### src/rtl/twbb_pkg.sv
// Shared types and constants for the time-weighted balance bar block.
// Used by the channel interfaces, the shared arithmetic unit and the top level.
package twbb_pkg;

  localparam int unsigned TIME_BITS_DEF = 48;
  localparam int unsigned TIME_W        = 48;
  localparam int unsigned DELTA_W       = 48;
  localparam int unsigned BAL_W         = 64;
  localparam int unsigned PERIOD_W      = 16;
  localparam int unsigned CFG_W         = 48;
  localparam int unsigned CFG_IDX_W     = 1;
  localparam int unsigned WORD_W        = 64;
  localparam int unsigned STEP_W        = 7;

  localparam logic [BAL_W-1:0] BAL_MAX = 64'h7FFF_FFFF_FFFF_FFFF;
  localparam logic [BAL_W-1:0] BAL_MIN = 64'h8000_0000_0000_0000;

  localparam logic KIND_CHANGE = 1'b0;
  localparam logic KIND_FINISH = 1'b1;

  typedef enum logic [CFG_IDX_W-1:0] {
    CFG_BAR_PERIOD = 1'b0,
    CFG_FIRST_TIME = 1'b1
  } cfg_idx_t;

  typedef enum logic [0:0] {
    UOP_DIV = 1'b0,
    UOP_MUL = 1'b1
  } uop_t;

  typedef struct packed {
    logic                start;
    uop_t                op;
    logic [STEP_W-1:0]   steps;
    logic [WORD_W-1:0]   word;
    logic [WORD_W-1:0]   mag;
    logic                neg;
    logic [PERIOD_W-1:0] divisor;
  } twbb_ctl_t;

  typedef struct packed {
    logic                busy;
    logic [WORD_W-1:0]   word;
    logic [PERIOD_W-1:0] rem;
    logic [WORD_W-1:0]   product;
  } twbb_stat_t;

endpackage

### src/rtl/twbb_if.sv
// Valid/ready channel interfaces for the balance changes and the bar results.
// Depends on twbb_pkg for the field widths.
interface twbb_in_if;
  import twbb_pkg::*;
  logic                      valid;
  logic                      ready;
  logic                      kind;
  logic [TIME_W-1:0]         time_stamp;
  logic signed [DELTA_W-1:0] delta;
  modport source (output valid, kind, time_stamp, delta, input ready);
  modport sink (input valid, kind, time_stamp, delta, output ready);
endinterface

interface twbb_out_if;
  import twbb_pkg::*;
  logic                    valid;
  logic                    ready;
  logic [TIME_W-1:0]       bar_start;
  logic signed [BAL_W-1:0] min_balance;
  logic signed [BAL_W-1:0] max_balance;
  logic signed [BAL_W-1:0] mean_balance;
  logic [TIME_W-1:0]       bar_count;
  logic                    last_of_run;
  modport source (output valid, bar_start, min_balance, max_balance, mean_balance,
                  bar_count, last_of_run, input ready);
  modport sink (input valid, bar_start, min_balance, max_balance, mean_balance,
                bar_count, last_of_run, output ready);
endinterface

### src/rtl/twbb_unit.sv
// Shared iterative unit: restoring division by the bar period and saturating
// shift-add multiplication, one bit per cycle. Depends on twbb_pkg.
module twbb_unit (
  input  logic                 clk,
  input  logic                 rst,
  input  twbb_pkg::twbb_ctl_t  ctl,
  output twbb_pkg::twbb_stat_t stat
);
  import twbb_pkg::*;

  logic [STEP_W-1:0]   count;
  uop_t                op;
  logic [WORD_W-1:0]   word;
  logic [WORD_W-1:0]   acc;
  logic [WORD_W-1:0]   mag;
  logic [PERIOD_W-1:0] rem;
  logic [PERIOD_W-1:0] divisor;
  logic                neg;
  logic                over;

  logic [PERIOD_W:0]   rem_shift;
  logic                rem_ge;
  logic [PERIOD_W:0]   rem_sub;
  logic [WORD_W+1:0]   mul_sum;
  logic [WORD_W-1:0]   mul_lim;
  logic                mul_over;

  // Division step: bring down the next dividend bit, subtract when it fits.
  assign rem_shift = {rem, word[WORD_W-1]};
  assign rem_ge    = rem_shift >= {1'b0, divisor};
  assign rem_sub   = rem_shift - {1'b0, divisor};

  // Multiply step, most significant bit first; the magnitude limit is one
  // larger for a negative product.
  assign mul_sum  = {1'b0, acc, 1'b0} + {2'b00, (word[WORD_W-1] ? mag : '0)};
  assign mul_lim  = BAL_MAX + WORD_W'(neg);
  assign mul_over = over || (mul_sum > {2'b00, mul_lim});

  always_ff @(posedge clk) begin
    if (rst) begin
      count <= '0;
    end else if (ctl.start) begin
      count   <= ctl.steps;
      op      <= ctl.op;
      word    <= ctl.word;
      mag     <= ctl.mag;
      neg     <= ctl.neg;
      divisor <= ctl.divisor;
      acc     <= '0;
      rem     <= '0;
      over    <= 1'b0;
    end else if (count != '0) begin
      count <= count - 1'b1;
      case (op)
        UOP_DIV: begin
          rem  <= rem_ge ? rem_sub[PERIOD_W-1:0] : rem_shift[PERIOD_W-1:0];
          word <= {word[WORD_W-2:0], rem_ge};
        end
        UOP_MUL: begin
          if (mul_over) begin
            over <= 1'b1;
          end else begin
            acc <= mul_sum[WORD_W-1:0];
          end
          word <= {word[WORD_W-2:0], 1'b0};
        end
        default: begin
          word <= word;
        end
      endcase
    end
  end

  always_comb begin
    stat.busy = count != '0;
    stat.word = word;
    stat.rem  = rem;
    if (over) begin
      stat.product = neg ? BAL_MIN : BAL_MAX;
    end else begin
      stat.product = neg ? (~acc + 1'b1) : acc;
    end
  end

endmodule

### src/rtl/time_weighted_balance_bars_top.sv
// Top level of the time-weighted balance bar block: sequencer, state and output
// register around the shared unit. Depends on twbb_pkg, twbb_if and twbb_unit.
//
// Usage. Balance changes arrive on in_ch (kind, time_stamp, delta) as valid/ready
// transactions; closed bars leave on out_ch. Each bar result carries its start
// time, the lowest and highest balance, the time-weighted mean and a repeat
// count; a run of empty bars after a closed bar comes as a second result with
// count of one or more. last_of_run marks the final result of one input transaction.
// A finish transaction (kind 1) flushes the complete bars up to its time and
// clears the state. bar_period and first_time are written on the cfg port.
//
// Timing. One transaction is handled at a time and in_ch.ready is high only
// while the sequencer is idle. A change inside the open bar needs one
// multiplication on the shared unit; one that closes a bar needs a division of
// the span by the period, a multiplication for the tail, the 64-bit average
// division, a second result when a run of empty bars follows, and a
// multiplication for the new bar. A finish that closes bars skips that last
// multiplication, and one that closes none does not use the unit. The first
// transaction after reset or finish adds a division to set up the first bar.
// The shared unit produces one quotient or product bit per cycle.
//
// Reset clears the sequencer, the output valid flag and the started flag and
// sets bar_period to 1 and first_time to 0. A stalled receiver holds the
// result in the output register; the sequencer then waits before loading the
// next result, while the last result of a transaction never blocks in_ch.
module time_weighted_balance_bars_top #(
  parameter int unsigned TIME_BITS = twbb_pkg::TIME_BITS_DEF
) (
  input  logic                              clk,
  input  logic                              rst,
  input  logic                              cfg_en,
  input  twbb_pkg::cfg_idx_t                cfg_addr,
  input  logic [twbb_pkg::CFG_W-1:0]        cfg_data,
  twbb_in_if.sink                           in_ch,
  twbb_out_if.source                        out_ch
);
  import twbb_pkg::*;

  localparam int unsigned ALIGN = WORD_W - TIME_BITS;

  typedef enum logic [14:0] {
    S_IDLE   = 15'h0001,
    S_START  = 15'h0002,
    S_CLAMP  = 15'h0004,
    S_DECIDE = 15'h0008,
    S_QDIV   = 15'h0010,
    S_CMUL   = 15'h0020,
    S_CADD   = 15'h0040,
    S_ADIV   = 15'h0080,
    S_OUT0   = 15'h0100,
    S_OUT1   = 15'h0200,
    S_ADV    = 15'h0400,
    S_NMUL   = 15'h0800,
    S_PMUL   = 15'h1000,
    S_PADD   = 15'h2000,
    S_FIN    = 15'h4000
  } state_t;

  state_t state;
  logic   issued;

  // Configuration registers.
  logic [PERIOD_W-1:0] bar_period;
  logic [TIME_W-1:0]   first_time;

  // Bar state.
  logic                    started;
  logic [TIME_BITS-1:0]    bar_begin;
  logic [TIME_BITS-1:0]    prior_time;
  logic signed [BAL_W-1:0] running_balance;
  logic signed [BAL_W-1:0] low_mark;
  logic signed [BAL_W-1:0] high_mark;
  logic signed [BAL_W-1:0] weighted_sum;

  // Current transaction and intermediate results.
  logic                      kind;
  logic [TIME_BITS-1:0]      t_cur;
  logic signed [DELTA_W-1:0] delta;
  logic [TIME_BITS-1:0]      quot;
  logic [PERIOD_W-1:0]       rem;
  logic signed [BAL_W-1:0]   prod;

  // Output register.
  logic                    out_valid;
  logic [TIME_W-1:0]       out_start;
  logic signed [BAL_W-1:0] out_min;
  logic signed [BAL_W-1:0] out_max;
  logic signed [BAL_W-1:0] out_avg;
  logic [TIME_W-1:0]       out_count;
  logic                    out_last;

  twbb_ctl_t  uctl;
  twbb_stat_t ustat;

  logic [PERIOD_W-1:0]     period;
  logic [TIME_BITS-1:0]    first_t;
  logic [TIME_BITS-1:0]    first_floor;
  logic [TIME_BITS-1:0]    span;
  logic [TIME_BITS-1:0]    gap;
  logic [TIME_BITS:0]      bar_end;
  logic [TIME_BITS-1:0]    tail;
  logic signed [BAL_W-1:0] next_balance;
  logic [WORD_W-1:0]       rb_mag;
  logic [WORD_W-1:0]       ws_mag;
  logic [BAL_W-1:0]        avg_val;
  logic                    unit_done;
  logic                    out_free;
  logic                    out_load;

  function automatic logic signed [BAL_W-1:0] sat_add(input logic signed [BAL_W-1:0] a,
                                                      input logic signed [BAL_W-1:0] b);
    logic [BAL_W:0] s;
    s = {a[BAL_W-1], a} + {b[BAL_W-1], b};
    if (s[BAL_W] != s[BAL_W-1]) begin
      sat_add = s[BAL_W] ? BAL_MIN : BAL_MAX;
    end else begin
      sat_add = s[BAL_W-1:0];
    end
  endfunction

  // A zero period behaves as a period of one.
  assign period      = (bar_period == '0) ? PERIOD_W'(1) : bar_period;
  assign first_t     = TIME_BITS'(first_time);
  assign first_floor = first_t - TIME_BITS'(ustat.rem);
  assign span        = t_cur - bar_begin;
  assign gap         = t_cur - prior_time;
  assign bar_end     = {1'b0, bar_begin} + (TIME_BITS + 1)'(period);
  // The part of the open bar after the last change; none if a shortened
  // period put the bar end before it.
  assign tail = (bar_end > {1'b0, prior_time}) ?
                TIME_BITS'(bar_end - {1'b0, prior_time}) : '0;

  assign next_balance = sat_add(running_balance, BAL_W'(delta));
  assign rb_mag  = running_balance[BAL_W-1] ? (~running_balance + 1'b1) : running_balance;
  assign ws_mag  = weighted_sum[BAL_W-1] ? (~weighted_sum + 1'b1) : weighted_sum;
  // The quotient of the magnitude takes the sign back: truncation toward zero.
  assign avg_val = weighted_sum[BAL_W-1] ? (~ustat.word + 1'b1) : ustat.word;

  assign unit_done = issued && !ustat.busy;
  assign out_free  = !out_valid || out_ch.ready;
  // A result is loaded whenever the sequencer offers one and the register frees up.
  assign out_load  = out_free && ((state == S_OUT0) || (state == S_OUT1));

  // Operand selection for the shared unit; time operands sit in the top bits
  // so that the unit runs only TIME_BITS steps on them.
  always_comb begin
    uctl.start   = 1'b0;
    uctl.op      = UOP_DIV;
    uctl.steps   = STEP_W'(TIME_BITS);
    uctl.word    = '0;
    uctl.mag     = rb_mag;
    uctl.neg     = running_balance[BAL_W-1];
    uctl.divisor = period;
    case (state)
      S_START: begin
        uctl.start = !issued && !started;
        uctl.word  = WORD_W'(first_t) << ALIGN;
      end
      S_QDIV: begin
        uctl.start = !issued;
        uctl.word  = WORD_W'(span) << ALIGN;
      end
      S_CMUL: begin
        uctl.start = !issued;
        uctl.op    = UOP_MUL;
        uctl.word  = WORD_W'(tail) << ALIGN;
      end
      S_ADIV: begin
        uctl.start = !issued;
        uctl.steps = STEP_W'(WORD_W);
        uctl.word  = ws_mag;
      end
      S_NMUL: begin
        uctl.start = !issued;
        uctl.op    = UOP_MUL;
        uctl.word  = WORD_W'(span) << ALIGN;
      end
      S_PMUL: begin
        uctl.start = !issued;
        uctl.op    = UOP_MUL;
        uctl.word  = WORD_W'(gap) << ALIGN;
      end
      default: begin
        uctl.start = 1'b0;
      end
    endcase
  end

  twbb_unit u_unit (
    .clk  (clk),
    .rst  (rst),
    .ctl  (uctl),
    .stat (ustat)
  );

  always_ff @(posedge clk) begin
    if (rst) begin
      state      <= S_IDLE;
      issued     <= 1'b0;
      started    <= 1'b0;
      out_valid  <= 1'b0;
      bar_period <= PERIOD_W'(1);
      first_time <= '0;
    end else begin
      if (cfg_en) begin
        case (cfg_addr)
          CFG_BAR_PERIOD: bar_period <= cfg_data[PERIOD_W-1:0];
          CFG_FIRST_TIME: first_time <= cfg_data[TIME_W-1:0];
          default:        bar_period <= bar_period;
        endcase
      end

      if (out_load) begin
        out_valid <= 1'b1;
      end else if (out_ch.ready) begin
        out_valid <= 1'b0;
      end

      if (uctl.start) begin
        issued <= 1'b1;
      end else if (unit_done) begin
        issued <= 1'b0;
      end

      case (state)
        S_IDLE: begin
          if (in_ch.valid) begin
            kind  <= in_ch.kind;
            t_cur <= TIME_BITS'(in_ch.time_stamp);
            delta <= in_ch.delta;
            state <= S_START;
          end
        end
        // The first bar begins at first_time rounded down to the period.
        S_START: begin
          if (started) begin
            state <= S_CLAMP;
          end else if (unit_done) begin
            bar_begin       <= first_floor;
            prior_time      <= first_floor;
            running_balance <= '0;
            low_mark        <= '0;
            high_mark       <= '0;
            weighted_sum    <= '0;
            started         <= 1'b1;
            state           <= S_CLAMP;
          end
        end
        // A time earlier than the last change counts as that change's time.
        S_CLAMP: begin
          if (t_cur < prior_time) begin
            t_cur <= prior_time;
          end
          state <= S_DECIDE;
        end
        S_DECIDE: begin
          if (span >= TIME_BITS'(period)) begin
            state <= S_QDIV;
          end else if (kind == KIND_FINISH) begin
            state <= S_FIN;
          end else begin
            state <= S_PMUL;
          end
        end
        S_QDIV: begin
          if (unit_done) begin
            quot  <= ustat.word[TIME_BITS-1:0];
            rem   <= ustat.rem;
            state <= S_CMUL;
          end
        end
        S_CMUL: begin
          if (unit_done) begin
            prod  <= ustat.product;
            state <= S_CADD;
          end
        end
        S_CADD: begin
          weighted_sum <= sat_add(weighted_sum, prod);
          state        <= S_ADIV;
        end
        S_ADIV: begin
          if (unit_done) begin
            state <= S_OUT0;
          end
        end
        S_OUT0: begin
          if (out_free) begin
            out_start <= TIME_W'(bar_begin);
            out_min   <= low_mark;
            out_max   <= high_mark;
            out_avg   <= avg_val;
            out_count <= TIME_W'(1);
            out_last  <= quot <= TIME_BITS'(1);
            state     <= (quot > TIME_BITS'(1)) ? S_OUT1 : S_ADV;
          end
        end
        // Empty bars hold the running balance throughout.
        S_OUT1: begin
          if (out_free) begin
            out_start <= TIME_W'(bar_end);
            out_min   <= running_balance;
            out_max   <= running_balance;
            out_avg   <= running_balance;
            out_count <= TIME_W'(quot - 1'b1);
            out_last  <= 1'b1;
            state     <= S_ADV;
          end
        end
        S_ADV: begin
          bar_begin <= t_cur - TIME_BITS'(rem);
          state     <= (kind == KIND_FINISH) ? S_FIN : S_NMUL;
        end
        // New bar: the old balance held from its start up to this change.
        S_NMUL: begin
          if (unit_done) begin
            weighted_sum <= ustat.product;
            low_mark     <= (next_balance < running_balance) ? next_balance : running_balance;
            high_mark    <= (next_balance > running_balance) ? next_balance : running_balance;
            state        <= S_FIN;
          end
        end
        S_PMUL: begin
          if (unit_done) begin
            prod  <= ustat.product;
            state <= S_PADD;
          end
        end
        S_PADD: begin
          weighted_sum <= sat_add(weighted_sum, prod);
          if (next_balance < low_mark) begin
            low_mark <= next_balance;
          end
          if (next_balance > high_mark) begin
            high_mark <= next_balance;
          end
          state <= S_FIN;
        end
        S_FIN: begin
          if (kind == KIND_FINISH) begin
            bar_begin       <= '0;
            prior_time      <= '0;
            running_balance <= '0;
            low_mark        <= '0;
            high_mark       <= '0;
            weighted_sum    <= '0;
            started         <= 1'b0;
          end else begin
            running_balance <= next_balance;
            prior_time      <= t_cur;
          end
          state <= S_IDLE;
        end
        default: begin
          state <= S_IDLE;
        end
      endcase
    end
  end

  assign in_ch.ready         = state == S_IDLE;
  assign out_ch.valid        = out_valid;
  assign out_ch.bar_start    = out_start;
  assign out_ch.min_balance  = out_min;
  assign out_ch.max_balance  = out_max;
  assign out_ch.mean_balance = out_avg;
  assign out_ch.bar_count    = out_count;
  assign out_ch.last_of_run  = out_last;

endmodule

### src/flat_wrapper.sv
// flat-port wrapper written by rule: the top's interface ports become plain ports
module time_weighted_balance_bars_top_flat import twbb_pkg::*;
#(
  parameter int unsigned TIME_BITS = twbb_pkg::TIME_BITS_DEF
)
  (clk, rst, cfg_en, cfg_addr, cfg_data, in_ch_valid, in_ch_kind, in_ch_time_stamp, in_ch_delta, in_ch_ready, out_ch_valid, out_ch_bar_start, out_ch_min_balance, out_ch_max_balance, out_ch_mean_balance, out_ch_bar_count, out_ch_last_of_run, out_ch_ready);
  twbb_in_if in_ch_i ();
  twbb_out_if out_ch_i ();
  input  logic clk;
  input  logic rst;
  input  logic cfg_en;
  input  twbb_pkg::cfg_idx_t cfg_addr;
  input  logic [twbb_pkg::CFG_W-1:0] cfg_data;
  input wire logic [$bits(in_ch_i.valid)-1:0] in_ch_valid;
  input wire logic [$bits(in_ch_i.kind)-1:0] in_ch_kind;
  input wire logic [$bits(in_ch_i.time_stamp)-1:0] in_ch_time_stamp;
  input wire logic [$bits(in_ch_i.delta)-1:0] in_ch_delta;
  output wire logic [$bits(in_ch_i.ready)-1:0] in_ch_ready;
  output wire logic [$bits(out_ch_i.valid)-1:0] out_ch_valid;
  output wire logic [$bits(out_ch_i.bar_start)-1:0] out_ch_bar_start;
  output wire logic [$bits(out_ch_i.min_balance)-1:0] out_ch_min_balance;
  output wire logic [$bits(out_ch_i.max_balance)-1:0] out_ch_max_balance;
  output wire logic [$bits(out_ch_i.mean_balance)-1:0] out_ch_mean_balance;
  output wire logic [$bits(out_ch_i.bar_count)-1:0] out_ch_bar_count;
  output wire logic [$bits(out_ch_i.last_of_run)-1:0] out_ch_last_of_run;
  input wire logic [$bits(out_ch_i.ready)-1:0] out_ch_ready;
  assign in_ch_i.valid = in_ch_valid;
  assign in_ch_i.kind = in_ch_kind;
  assign in_ch_i.time_stamp = in_ch_time_stamp;
  assign in_ch_i.delta = in_ch_delta;
  assign in_ch_ready = in_ch_i.ready;
  assign out_ch_valid = out_ch_i.valid;
  assign out_ch_bar_start = out_ch_i.bar_start;
  assign out_ch_min_balance = out_ch_i.min_balance;
  assign out_ch_max_balance = out_ch_i.max_balance;
  assign out_ch_mean_balance = out_ch_i.mean_balance;
  assign out_ch_bar_count = out_ch_i.bar_count;
  assign out_ch_last_of_run = out_ch_i.last_of_run;
  assign out_ch_i.ready = out_ch_ready;
  time_weighted_balance_bars_top #(.TIME_BITS(TIME_BITS)) u_core (.clk(clk), .rst(rst), .cfg_en(cfg_en), .cfg_addr(cfg_addr), .cfg_data(cfg_data), .in_ch(in_ch_i), .out_ch(out_ch_i));
endmodule
### config.mk
export PLATFORM = sky130hd
export DESIGN_NAME = time_weighted_balance_bars_top_flat
export DESIGN_NICKNAME = d
export VERILOG_FILES = /design/src/rtl/twbb_pkg.sv /design/src/rtl/twbb_if.sv /design/src/rtl/twbb_unit.sv /design/src/rtl/time_weighted_balance_bars_top.sv /design/src/flat_wrapper.sv
export SDC_FILE = /design/constraint.sdc
export NUM_CORES = 2
export LEC_CHECK = 0
export BUFFER_PORTS_ARGS = -buffer_cell sky130_fd_sc_hd__buf_2
export CAP_MARGIN = 20
export CORE_UTILIZATION = 63
export CTS_BUF_LIST = sky130_fd_sc_hd__clkbuf_8 sky130_fd_sc_hd__clkbuf_16
export DETAILED_ROUTE_END_ITERATION = 10
export PLACE_DENSITY = 0.82
export SLEW_MARGIN = 30
export SYNTH_ARGS = -nofsm -noshare
export SYNTH_HDL_FRONTEND = slang
export SYNTH_SLANG_ARGS = --single-unit
### constraint.sdc
create_clock -name clk -period 29.8 [get_ports clk]
set_clock_uncertainty 0.15 [all_clocks]
set_input_delay 2.98 -clock clk [delete_from_list [all_inputs] [get_ports clk]]
set_output_delay 2.98 -clock clk [all_outputs]
set_load 0.01 [all_outputs]
==> results_dict.tcl <==
set metrics [dict create \
    status "finished, violations left" \
    violations "DRC" \
    critical_path.top_delay_family "compound AO/OA/AOI/OAI gates" \
    cts.sinks 1182 \
    path_clk_slew_ns 0.06 \
    synth_nets 9808 \
    end_kind "flip-flop" \
    r2r_slack_ns 18.35 \
    rsz0062_at_grt "false" \
    cts_buffers 134 \
    chipWidth_um 366 \
    finalHoldViolations 0 \
    cts_tree "built" \
    drive_gt1_share_pct 9.98 \
    ys_seq_area_share_pct 41.4 \
    grt_pass1_vias 74867 \
    wl_met1_mm 115 \
    rr_worst_depth 31 \
    portBuffers 441 \
    synth.distinct_cells 85 \
    fp.dieArea_mm2 0.134 \
    wl_met2_mm 147 \
    core.rowCount 133 \
    fillCellCount 9834 \
    reg2reg_from "u_core.running_balance[0]$_SDFFCE_PN0P_" \
    synth_edf_count 1093 \
    hold_path_end "u_core.bar_period[0]$_SDFFE_PP1P_" \
    period_share_pct 38.4 \
    postCtsSetupBuffers 0 \
    io_pins 442 \
    worstSetupStartpointType "flip-flop" \
    cts_hold_buf 0 \
    routed_wl_mm 340 \
    drcViolationCount 4 \
    clock_latency_ns 0.81 \
    critPathMaxFanout 72 \
    path_common_cell "o21ai_0" \
    setup_viol 0 \
    cap_violations 0 \
    critPathMaxStageDelay_ns 0.80 \
    synth_area_per_cell_um2 9.33 \
    hp-class "flip-flop to flip-flop" \
    grt_overflow 0 \
    power.density_mw_per_mm2 53.6 \
    start_util_pct 63.6 \
    routedWlPerCell_um 30.5 \
    rr_endpoint "u_core.low_mark[63]$_DFFE_PP_" \
    irDropWorstVdd_v 0.0000525 \
    vias 78587 \
    worstSetupPathType "flip-flop to flip-flop" \
    dr.pass1.iters 11 \
    final_common_cell "edfxtp_1" \
    met3_length_mm 45.3 \
    grt_max_degree 247 \
    yosysWarnings 0 \
    synthFlopType "edfxtp_1" \
    drt_iter0_drc 12264 \
    htree_levels 4 \
    min_from "u_core.bar_period[0]$_SDFFE_PP1P_" \
    syn2layout_area_growth_pct 10.4 \
    critical_path_cell_count 31 \
    path_buf_inv 3 \
    max_slew.worst_pin.slew_ns 1.20 \
    dieHeight_um 366 \
    timing.setup.tns_ns 0 \
    leakage_uw 0.0369 \
    finalCriticalPeriod_ns 11.45 \
    utilization_pct 70.2 \
    crit_arrival_ns 11.92 \
    grt_use_total_pct 49.0 \
    clk_path_buf_depth 3 \
    slew_headroom_pct 18.9 \
    core_mm2 0.132 \
    grt_pass1_wl_mm 487 \
    antenna_found_initial 32 \
    cp.required_ns 30.27 \
    place_area_mm2 0.0877 \
    slowest_stage "a2111oi_1" \
    cts_resized 0 \
    gp_congestion 1.11 \
    hpwl_mm 255 \
    vias_per_cell 7.05 \
    report.final.slew_viol_count 0 \
    async_flop_share_pct 0 \
    hold-path-cell-count 2 \
    mostFrequentLayoutCells "edfxtp_1, nand2_1, o21ai_0" \
    fin_nets 10114 \
    design_area_mm2 0.0924 \
    dr.max_layer_used "met5" \
    root_buffer "clkbuf_16" \
    max_freq_ghz 0.0873 \
    ant_nets 0 \
    synth_area_mm2 0.0837 \
    ys_seq_elements 1182 \
    synthCells 8969 \
]
cell type report:
class                      instances  area [um^2]  share of cell area (%)
multi-input combinational       6875        45900                    49.7
sequential                      1182        34600                    37.5
clock buffer                     148         3650                    3.95
timing repair buffer             558         3180                    3.44
tap                             1755         2200                    2.38
inverter                         524         1970                    2.13
clock inverter                    93          868                   0.940
antenna                           18         45.0                  0.0488
cells in the mapped netlist (69+ instances only):
cell / number / area [um^2]
clkbuf_1: 356 / 1340
nor2b_1: 87 / 544
xnor2_1: 428 / 3750
nand2b_1: 74 / 463
and2_1: 203 / 1270
xor2_1: 264 / 2310
a21o_1: 274 / 2060
ha_1: 678 / 8480
o21a_1: 70 / 526
o31ai_1: 117 / 878
nand2_1: 958 / 3600
nor4_1: 87 / 544
o21ai_0: 836 / 4180
edfxtp_1: 1093 / 32800
inv_1: 522 / 1960
o21bai_1: 69 / 518
dfxtp_1: 89 / 1780
nor2_1: 570 / 2140
nand3_1: 151 / 756
nand4_1: 150 / 938
or3_1: 102 / 638
nor3_1: 190 / 951
a31oi_1: 71 / 444
a21oi_1: 632 / 3160
report_power, final:
group,leakage (uW),switching (uW),internal [uW]
logic,0.0238,730,408
clock network,0.00231,740,1000
registers,0.0107,140,1930
worst max path at each step:
stage / from / to / slack (ns)
2_1_floorplan: rst / u_core.out_ch.bar_count[0]$_SDFFCE_PN1P_ / 4.05
3_3_place_gp: u_core.running_balance[0]$_SDFFCE_PN0P_ / u_core.low_mark[63]$_DFFE_PP_ / 18.90
3_5_place_dp: u_core.running_balance[0]$_SDFFCE_PN0P_ / u_core.low_mark[63]$_DFFE_PP_ / 18.72
4_1_cts: u_core.running_balance[0]$_SDFFCE_PN0P_ / u_core.low_mark[63]$_DFFE_PP_ / 18.60
5_1_grt: u_core.running_balance[0]$_SDFFCE_PN0P_ / u_core.low_mark[63]$_DFFE_PP_ / 18.05
6_report: u_core.running_balance[0]$_SDFFCE_PN0P_ / u_core.low_mark[63]$_DFFE_PP_ / 18.35
metal layers:
metal / global-route usage, % / vias to the layer above
li1: - / 33668
met1: 58.8 / 36924
met2: 75.0 / 6337
met3: 13.3 / 1634
met4: 37.5 / 24
met5: 0 / -
cell families after synthesis:
kind of cell,share of synthesized area [%]
fa+ha+maj,10.4
simple gates,16.1
buf+inv,4.12
flops,41.4
mux,1.42
compound gates,19.4
xor+xnor,7.24
metrics by stage:
| step | power [uW] | setup slack (ns) | hold slack [ns] | std cells |
|---|---|---|---|---|
| finish | 4950 | 18.35 | 0.336 | 11153 |
| global route | 5060 | 18.05 | 0.355 | 11140 |
| CTS | 4880 | 18.60 | 0.335 | 11133 |
| detailed placement | 3160 | 18.72 | 0.324 | 10892 |
| global placement | 3130 | 18.90 | 0.316 | 10890 |
| floorplan | 2750 | 4.05 | 0.290 | 8969 |
tightest hold or removal path, cell delays in order, from the launching register on:
cell and delay, ns:
dfxtp_1 0.31, nand2_1 0.06, nand3b_1 0.06
(Power assumes the default switching activity.)
